## config.mk

```make
export PLATFORM = sky130hd
export DESIGN_NAME = mse_seq
export DESIGN_NICKNAME = d
export VERILOG_FILES = /design/src/hw/rtl/merge_sort_engine_macros.svh /design/src/hw/rtl/mse_pkg.sv /design/src/hw/rtl/mse_seq.sv
export SDC_FILE = /design/constraint.sdc
export NUM_CORES = 1
export LEC_CHECK = 0
export BUFFER_PORTS_ARGS = -buffer_cell sky130_fd_sc_hd__buf_2
export CORE_MARGIN = 4
export CORE_UTILIZATION = 50
export CTS_BUF_LIST = sky130_fd_sc_hd__clkbuf_2 sky130_fd_sc_hd__clkbuf_4 sky130_fd_sc_hd__clkbuf_8
export CTS_CLUSTER_SIZE = 14
export DETAILED_ROUTE_END_ITERATION = 8
export GPL_ROUTABILITY_DRIVEN = 0
export PLACE_DENSITY = 0.77
export SLEW_MARGIN = 5
export SYNTH_ARGS = -nofsm -noshare
export SYNTH_HDL_FRONTEND = slang
export SYNTH_SLANG_ARGS = --single-unit
```

## constraint.sdc

```tcl
create_clock -name clk -period 2.25 [get_ports clk]
set_clock_uncertainty 0.2 [all_clocks]
set_input_delay 0.45 -clock clk [delete_from_list [all_inputs] [get_ports clk]]
set_output_delay 0.45 -clock clk [all_outputs]
set_load 0.01 [all_outputs]
```

## src/hw/rtl/merge_sort_engine_macros.svh

```systemverilog
// Assertion macros shared by the merge sort engine RTL.
`ifndef MERGE_SORT_ENGINE_MACROS_SVH
`define MERGE_SORT_ENGINE_MACROS_SVH

// Consequent must hold in the same cycle as the antecedent.
`define MSE_ASSERT_IMPL(lbl, ante, cons, msg) \
  lbl: assert property (@(posedge clk) disable iff (!rst_n) (ante) |-> (cons)) else $error(msg);

// Consequent must hold in the cycle after the antecedent.
`define MSE_ASSERT_NEXT(lbl, ante, cons, msg) \
  lbl: assert property (@(posedge clk) disable iff (!rst_n) (ante) |=> (cons)) else $error(msg);

`endif

```

## src/hw/rtl/mse_pkg.sv

```systemverilog
// Package with widths, microcode types and the control store of the merge sort engine.
`timescale 1ns / 1ps

package mse_pkg;

  localparam int DATA_W        = 32;
  localparam int MAX_ELEMS_DEF = 64;
  localparam int PC_W          = 4;

  // Datapath operation selected by the current control word.
  typedef enum logic [3:0] {
    OP_LOAD  = 4'd0,
    OP_START = 4'd1,
    OP_PASS  = 4'd2,
    OP_BLK   = 4'd3,
    OP_MRG   = 4'd4,
    OP_NEXTB = 4'd5,
    OP_PEND  = 4'd6,
    OP_OSET  = 4'd7,
    OP_OUT   = 4'd8
  } op_t;

  // Branch condition evaluated by the sequencer.
  typedef enum logic [2:0] {
    C_NEVER    = 3'd0,
    C_ALWAYS   = 3'd1,
    C_LAST_IN  = 3'd2,
    C_SORTED   = 3'd3,
    C_BLK_END  = 3'd4,
    C_MORE_BLK = 3'd5,
    C_OUT_END  = 3'd6
  } cond_t;

  typedef struct packed {
    logic            in_ready;
    op_t             op;
    cond_t           cond;
    logic [PC_W-1:0] tgt;
    logic            hold;
  } ctrl_t;

  typedef struct packed {
    logic last_in;
    logic sorted;
    logic blk_end;
    logic more_blk;
    logic out_end;
  } flags_t;

  // Program addresses.
  localparam logic [PC_W-1:0] PC_LOAD  = 4'd0;
  localparam logic [PC_W-1:0] PC_START = 4'd1;
  localparam logic [PC_W-1:0] PC_PASS  = 4'd2;
  localparam logic [PC_W-1:0] PC_BLK   = 4'd3;
  localparam logic [PC_W-1:0] PC_MRG   = 4'd4;
  localparam logic [PC_W-1:0] PC_NEXTB = 4'd5;
  localparam logic [PC_W-1:0] PC_PEND  = 4'd6;
  localparam logic [PC_W-1:0] PC_OSET  = 4'd7;
  localparam logic [PC_W-1:0] PC_OUT   = 4'd8;

  // Control store. A true condition jumps to tgt; otherwise hold stays on the
  // step and a clear hold falls through to the next step.
  function automatic ctrl_t mse_ucode(input logic [PC_W-1:0] pc);
    ctrl_t w;
    case (pc)
      PC_LOAD: begin
        w = '{in_ready: 1'b1, op: OP_LOAD, cond: C_LAST_IN, tgt: PC_START, hold: 1'b1};
      end
      PC_START: begin
        w = '{in_ready: 1'b0, op: OP_START, cond: C_NEVER, tgt: PC_LOAD, hold: 1'b0};
      end
      PC_PASS: begin
        w = '{in_ready: 1'b0, op: OP_PASS, cond: C_SORTED, tgt: PC_OSET, hold: 1'b0};
      end
      PC_BLK: begin
        w = '{in_ready: 1'b0, op: OP_BLK, cond: C_NEVER, tgt: PC_LOAD, hold: 1'b0};
      end
      PC_MRG: begin
        w = '{in_ready: 1'b0, op: OP_MRG, cond: C_BLK_END, tgt: PC_NEXTB, hold: 1'b1};
      end
      PC_NEXTB: begin
        w = '{in_ready: 1'b0, op: OP_NEXTB, cond: C_MORE_BLK, tgt: PC_BLK, hold: 1'b0};
      end
      PC_PEND: begin
        w = '{in_ready: 1'b0, op: OP_PEND, cond: C_ALWAYS, tgt: PC_PASS, hold: 1'b0};
      end
      PC_OSET: begin
        w = '{in_ready: 1'b0, op: OP_OSET, cond: C_NEVER, tgt: PC_LOAD, hold: 1'b0};
      end
      PC_OUT: begin
        w = '{in_ready: 1'b0, op: OP_OUT, cond: C_OUT_END, tgt: PC_LOAD, hold: 1'b1};
      end
      default: begin
        w = '{in_ready: 1'b0, op: OP_OSET, cond: C_ALWAYS, tgt: PC_LOAD, hold: 1'b0};
      end
    endcase
    return w;
  endfunction

endpackage

```

## src/hw/rtl/mse_seq.sv

```systemverilog
// Microcode sequencer: program counter, control store lookup and branch logic.
`timescale 1ns / 1ps

module mse_seq import mse_pkg::*; (
  input  logic   clk,
  input  logic   rst_n,
  input  flags_t flags,
  output ctrl_t  ctrl
);

  logic [PC_W-1:0] pc_r;
  logic [PC_W-1:0] pc_nxt;
  logic            take;

  assign ctrl = mse_ucode(pc_r);

  always_comb begin
    case (ctrl.cond)
      C_NEVER:    take = 1'b0;
      C_ALWAYS:   take = 1'b1;
      C_LAST_IN:  take = flags.last_in;
      C_SORTED:   take = flags.sorted;
      C_BLK_END:  take = flags.blk_end;
      C_MORE_BLK: take = flags.more_blk;
      C_OUT_END:  take = flags.out_end;
      default:    take = 1'b0;
    endcase
  end

  always_comb begin
    if (take) begin
      pc_nxt = ctrl.tgt;
    end else if (ctrl.hold) begin
      pc_nxt = pc_r;
    end else begin
      pc_nxt = pc_r + PC_W'(1);
    end
  end

  always_ff @(posedge clk) begin
    if (!rst_n) begin
      pc_r <= PC_LOAD;
    end else begin
      pc_r <= pc_nxt;
    end
  end

endmodule

```

; ---- Word level (Yosys, flattened, before mapping)
; Memories as Yosys holds them, arrays and structs flattened. A register that Yosys moved wholly into a read port is not among the register bits.
; Index checks and enable logic that the tools add are counted.
[totals]
regBits = 4
romBits = 192
n_memories = 1
[mem_list]
columns = memory, depth, width, rd, rd_ports_with_merged_regs, wr, line
row1 = (name not given), 16, 12, 1, 1, 0, mse_pkg.sv:65  ; case (pc)
[classes]
add_sub_neg = 1
n_eq_ne = 7
mux = 5
[op_table]
columns = op, count
row1 = 4-bit two-way mux, 4
row2 = "3-bit == test, second input constant", 3
row3 = "3-bit by 2-bit == test with 1-bit output, second input constant", 2
row4 = 1-bit one-hot mux with 6 select lines, 1
row5 = "4-bit by 1-bit adder with 4-bit output, second input constant", 1
row6 = "3-bit by 1-bit == test with 1-bit output, second input constant", 1
row7 = "2-bit by 1-bit != test with 1-bit output, second input constant", 1

; ---- Longest topological paths before layout
; Gate-level depths: netlist (run 1).
[logic_depth]
word_depth = 5
ltp_mapped = 10
mapped_depth_nobuf = 9

; ---- Worst setup path before layout (run 1)
; OpenSTA, ideal clock, no wires.
[synth_path]
path_kind = in2reg
startpoint = in flags[3] (netlist bit)
endpoint = reg ctrl[6] (netlist name)
t_arrival_ns = 2.020
t_required_ns = 1.935
slack_ns = -0.084
cell_stages = 10
path_cell_list = nor2b_1 o21ai_2 nor3_2 buf_6 nand3_1 o21a_1 ha_1 nand2_1 a21oi_1 o21a_1
[synth_between]
elab_chain_cells = 4
[synth_lines]
columns = item, line
row1 = start: declaration, mse_seq.sv:7  ; input flags_t flags,
row2 = 1-bit one-hot mux with 6 select lines *, mse_seq.sv:18  ; case (ctrl.cond)
row3 = 2-bit by 1-bit != test with 1-bit output (no source line) or 4-bit two-way mux (tied branches), --
row4 = 4-bit two-way mux (no source line) * (2 in a row), --
; Every way passes the cells marked *; elsewhere a longest branch is shown, timed or not.
; A chain may end at the register's enable or synchronous reset.

; ---- Final worst setup path (run 1)
[layout_path]
startpoint = reg pc_r[0]
endpoint = reg ctrl[6] (netlist name)
[layout_between]
elab_chain_cells = 5
[layout_lines]
columns = item, line
row1 = start: declaration, mse_seq.sv:11  ; logic [PC_W-1:0] pc_r;
row2 = start signal: assignment, mse_seq.sv:44  ; pc_r <= pc_nxt;
row3 = 4-bit by 1-bit adder with 4-bit output, mse_seq.sv:36  ; pc_nxt = pc_r + PC_W'(1);
row4 = 4-bit two-way mux, mse_seq.sv:33  ; end else if (ctrl.hold) begin
row5 = 4-bit two-way mux, mse_seq.sv:31  ; if (take) begin
row6 = 4-bit two-way mux (no source line) * (2 in a row), --
; Every way passes the cells marked *; elsewhere a longest branch is shown, timed or not. The select of a mux whose other input is x is not followed.

==> results of run 1 <==
## registers in the layout, indices dropped and copies added (netlist names)
name / cells
pc_r: 4
ctrl: 12
## metrics by stage
step / setup TNS, ns / hold slack (ns)
6_report: 0 / 0.354
3_5_place_dp: -0.282 / 0.349
3_3_place_gp: -0.0155 / 0.337
4_1_cts: 0 / 0.345
5_1_grt: 0 / 0.367
2_1_floorplan: 0 / 0.330
## area by class of cell
| class | count | area (µm²) | share of cell area |
|---|---|---|---|
| Multi-Input combinational cell | 73 | 588 | 0.517 |
| Timing Repair Buffer | 27 | 158 | 0.139 |
| Tap cell | 25 | 31.3 | 0.0275 |
| Sequential cell | 16 | 323 | 0.284 |
| Clock buffer | 3 | 22.5 | 0.0198 |
| Inverter | 4 | 15.0 | 0.0132 |
## worst reg2reg max path, stage by stage, from the launching register on
cell and delay (ns):
dfxtp_2 0.36, ha_1 0.28, mux2_2 0.30, mux2i_1 0.17
nand2b_1 0.17, ha_2 0.24, nand2_1 0.07, a21oi_1 0.16
o21a_1 0.12
## repair_timing
| action | CTS | global route |
|---|---|---|
| resized for setup | 1 | 2 |
| pin swaps | 0 | 1 |
| buffers inserted | 0 | 1 |
| endpoints found under the setup margin | 1 | 7 |
## layout by cell type (no fill, tap or decap), drive strengths merged, types with 2 or more instances in the layout
| cell | n |
|---|---|
| a211o | 3 |
| a21boi | 2 |
| a21oi | 3 |
| and3 | 2 |
| buf | 27 |
| clkbuf | 3 |
| dfxtp | 16 |
| ha | 4 |
| inv | 4 |
| mux2 | 3 |
| mux2i | 4 |
| nand2 | 10 |
| nand2b | 3 |
| nand3 | 2 |
| nand4b | 2 |
| nor2 | 6 |
| nor2b | 2 |
| nor3 | 2 |
| o21a | 3 |
| o21ai | 7 |
| o31ai | 2 |
| xnor2 | 2 |
## final timing paths
check	to	startpoint	slack [ns]	cells after the start
worst min-delay path	ctrl[9]	rst_n	0.35	3
worst max register to register	ctrl[6]	pc_r[0]	0.14	8
worst max-delay path	ctrl[6]	pc_r[0]	0.14	8
worst min register to register	pc_r[0]	ctrl[1]	0.36	2
## per-layer routing
| metal | vias up | share of wire |
|---|---|---|
| met5 | - | 0 |
| met4 | 0 | 0.022 |
| met3 | 9 | 0.066 |
| met2 | 35 | 0.51 |
| met1 | 400 | 0.40 |
| li1 | 405 | - |
## power by group through the flow
stage / Sequential, µW / Combinational [µW] / Clock, µW
2_1_floorplan: 455 / 358 / 0
3_3_place_gp: 429 / 575 / 0
3_5_place_dp: 434 / 598 / 0
4_1_cts: 430 / 600 / 153
5_1_grt: 444 / 661 / 169
6_report: 432 / 614 / 151
## logic make-up after synthesis
| kind of cell | synth area share |
|---|---|
| other | 0.00401 |
| flip-flops | 0.343 |
| adder cells (fa/ha/maj) | 0.0535 |
| AND/OR/NAND/NOR | 0.198 |
| XOR/XNOR | 0.0281 |
| multiplexers | 0.0924 |
| buffers and inverters | 0.0402 |
| AO/OA/AOI/OAI | 0.241 |
==> impl_metrics.tcl, run 1 <==
set metrics [dict create \
    ioPinCount 20 \
    p_seq_frac 0.361 \
    hpwl_um 1700 \
    maxCapViolCount 0 \
    synth.top_cell.area_share 0.343 \
    coreArea_um2 1750 \
    antenna_found_initial 0 \
    critical_path.slowest_cell "dfxtp_2" \
    syn_to_final_growth_pct 21.7 \
    synth_edf_count 0 \
    crit_path_end_kind "flip-flop" \
    synth_common_cells "dfxtp_1, nand2_1, o21ai_0" \
    clk_pin_slew_ns 0.09 \
    grtUsageMet1 0.189 \
    n_antenna_cell 0 \
    via_count 849 \
    hold_violations 0 \
    busiest_layer "met2" \
    finalNonFillerCells 148 \
    switching_share 0.388 \
    rsz0062_at_grt "false" \
    crit_path_max_fanout 6 \
    cp_num_buf_inv 0 \
    max_clock_freq_mhz 473 \
    post-route-min-period_ns 2.11 \
    worstPathArrival_ns 2.16 \
    grt-ovfl-total 0 \
    drt_wl_total_um 2200 \
    io_buffers 18 \
    cts_tree "yes" \
    critPathLaunchType "flip-flop" \
    cts_hold_buf 0 \
    period_share 0.940 \
    power_per_cell_area_nw_per_um2 1050 \
    synth_top_area_cell "dfxtp_1" \
    p_int_uw 733 \
    initial_core_util 0.535 \
    detailedPlace.worstSlack_ns -0.0805 \
    yosysMostFrequentCell "dfxtp_1" \
    drive_gt1_frac 0.407 \
    grt_use_met2 0.330 \
    ys_seq_area_frac 0.343 \
    chipHeight_um 51.2 \
    detail_route.wl_per_cell_um 14.9 \
    rows 15 \
    drv_slew 0 \
    ys.flop_type "dfxtp_1" \
    switchingPower_uw 464 \
    synth_cells 96 \
    clockBufferDepth 2 \
    cts_num_sinks 16 \
    yosys_warnings 0 \
    syn_area_um2 935 \
    ir_drop_mv 0.557 \
    dieArea_um2 2630 \
    avgSynthCellArea_um2 9.74 \
    p_leak_uw 0.000508 \
    dp_cells 144 \
    crit_chain "ha_1 > mux2_2 > mux2i_1 > nand2b_1 > ha_2 > nand2_1 > a21oi_1 > o21a_1" \
    grt_start_max_net_pins 14 \
    pwr-share-clk 0.126 \
    drt_iter0_markers 37 \
    crit_required_ns 2.29 \
    synth_nets 107 \
    grt.met3_usage 0.0729 \
    die_x_um 51.2 \
    worstSkewPairLatency_ns 0.29 \
    grt_pass1_wl_um 3500 \
    final_area_um2 1140 \
    grt_pass1_vias 806 \
    fin_ws_ns 0.135 \
    cts_root_buffer "clkbuf_4" \
    setup_viol 0 \
    slowest_delay_ns 0.36 \
    fin_nets 136 \
    worstSetupPathType "reg2reg" \
    ctsHtreeMaxLevel 1 \
    critPathTopFamily "adder cells" \
    drc_errors 0 \
    avgViaCountPerCell 5.74 \
    first_pass_iters 4 \
    grt.total_usage 0.184 \
    antenna_left 0 \
    fillers 137 \
    holdCritPathClass "in2reg" \
    comb_power_share 0.513 \
    synth_area_leaders "dfxtp_1, ha_1, nand2_1" \
    status "finished, final reports clean" \
    ys_ff_latch 16 \
    dpl_cell_area_um2 1100 \
    synth_cell_types 42 \
    async_reset_ff_frac 0 \
    final_util 0.652 \
    design_power_total_uw 1200 \
    cts_buffers 3 \
]
No activity file was read; power rests on OpenSTA's default activity.
==> run 2, diff against run 1 <==
Settings changed: CORE_UTILIZATION 50 to 59, PLACE_DENSITY 0.77 to 0.85.
Clock period 2.25 ns to 2.7 ns, I/O delays scaled along.
==> impl_metrics.tcl, run 2 (synthesis gave the netlist of run 1 again) <==
set metrics [dict create \
    status "finished, final reports clean" \
    path_depth 8 \
    final_common_cell "buf_2" \
    detail_route.wl_per_cell_um 14.9 \
    timing.rr.end "ctrl[7]" \
    worstSetupPathType "reg2reg" \
    power_per_cell_area_nw_per_um2 891 \
    cts_buffers 3 \
    coreArea_um2 1510 \
    cts_resized 0 \
    syn_to_final_growth_pct 15.7 \
    hold_path_startpoint "ctrl[2]" \
    cts_hold_buf 0 \
    dieArea_um2 2280 \
    initial_core_util 0.620 \
    rsz0062_at_grt "false" \
    grt_pass1_vias 753 \
    worstSkewPairLatency_ns 0.29 \
    p_leak_uw 0.000489 \
    rrSetupSlack_ns 0.39 \
    crit_chain "nor2b_1 > o21ai_2 > nor3_2 > mux2i_1 > nand2b_1 > ha_1 > a32oi_1 > o21ai_0" \
    critical_path.slowest_cell "dfxtp_1" \
    n_antenna_cell 0 \
    cts_num_sinks 16 \
    r2r_cells 8 \
    crit_path_max_fanout 6 \
    startpoint "ctrl[7]" \
    timing.rr.start "ctrl[7]" \
    clk_pin_slew_ns 0.10 \
    cts_tree "yes" \
    grt.total_usage 0.200 \
    grt_pass1_wl_um 3160 \
    worstPathArrival_ns 2.34 \
    first_pass_iters 4 \
    whs_path_depth 2 \
    hold_violations 0 \
    drc_errors 0 \
    cp_num_buf_inv 0 \
    grt-ovfl-total 0 \
    finalNonFillerCells 134 \
    clockBufferDepth 2 \
    dp_cells 130 \
    cts_root_buffer "clkbuf_4" \
    fillers 119 \
    largest_register_ff_count 12 \
    ctsHtreeMaxLevel 1 \
    cts_setup_buffers 0 \
    slowest_delay_ns 0.38 \
    avgViaCountPerCell 6.06 \
    whs_endpoint "ctrl[9]" \
    rows 14 \
    drv_slew 0 \
    setup_viol 0 \
    ioPinCount 20 \
    max_clock_freq_mhz 433 \
    fin_nets 130 \
    io_buffers 18 \
    critPathTopFamily "simple AND/OR/NAND/NOR gates" \
    crit_path_end_kind "flip-flop" \
    holdCritPathClass "reg2reg" \
    multiInputGateArea_um2 577 \
    maxCapViolCount 0 \
    fin_tns_setup_ns 0 \
    period_share 0.856 \
    hpwl_um 1540 \
    crit_required_ns 2.73 \
    drt_wl_total_um 2000 \
    antenna_found_initial 0 \
    post-route-min-period_ns 2.31 \
    antenna_left 0 \
    via_count 812 \
    critPathLaunchType "flip-flop" \
    drive_gt1_frac 0.347 \
    grt_start_max_net_pins 14 \
    final_cell_mix "buf_2, dfxtp_1, nand2_1" \
    worstMarginPinSlew_ns 0.511 \
    chipHeight_um 47.8 \
    seqCellArea_um2 320 \
    slew_headroom 0.658 \
    ir_drop_mv 0.554 \
    drt_iter0_markers 26 \
    die_x_um 47.8 \
]
[run 2: cell types whose count changed in the layout (fill, tap and decap cells not counted)]
cell      before  now
nor2_2         2    1
nor3_2         0    1
ha_1           3    4
buf_4          9    3
clkbuf_8       0    1
ha_2           1    0
dfxtp_2        2    0
nor3_4         1    0
nor2_1         4    5
dfxtp_1       14   16
[run 2: cell type report]
| type | count | share of cell area |
|---|---|---|
| multi-input combinational | 73 | 0.534 |
| clock buffer | 4 | 0.0336 |
| sequential | 16 | 0.296 |
| inverter | 4 | 0.0139 |
| tap | 16 | 0.0185 |
| timing repair buffer | 21 | 0.104 |
[run 2: report_power, final]
part	internal [µW]	total (µW)	switching, µW	leakage, µW
clock	82.3	163	80.8	0.0000210
combinational	210	442	232	0.000337
sequential	300	358	57.9	0.000131
total	592	963	370	0.000489
[run 2: per-layer routing]
metal / vias to the layer above / share of wire / routed length, µm / global-route usage
met5: - / 0 / 0 / 0
met4: 0 / 0.044 / 87 / 0.113
met2: 33 / 0.47 / 940 / 0.306
li1: 391 / - / - / -
met3: 8 / 0.055 / 110 / 0.0338
met1: 380 / 0.43 / 858 / 0.263
[run 2: worst max path at each step]
stage / endpoint / slack, ns
after floorplan: ctrl[6] / 0.28
after global placement: ctrl[7] / 0.25
after detailed placement: ctrl[6] / 0.17
after CTS: ctrl[6] / 0.40
after global routing: ctrl[6] / 0.24
final: ctrl[7] / 0.39
[run 2: tightest hold or removal path, delay by kind of cell, from the launching register on]
family          cells  cell delay (ns)
flops               1             0.37
simple gates        1             0.08
compound gates      1             0.08
[run 2: per-stage QoR]
stage	instance area, µm²	setup WS [ns]	hold WS (ns)	utilization	power, µW
after floorplan	935	0.276	0.338	-	670
after global placement	1040	0.246	0.341	0.694	788
after detailed placement	1040	0.172	0.359	0.694	802
after CTS	1080	0.405	0.377	0.718	965
after global routing	1080	0.237	0.417	0.718	1030
final	1080	0.389	0.380	0.718	963
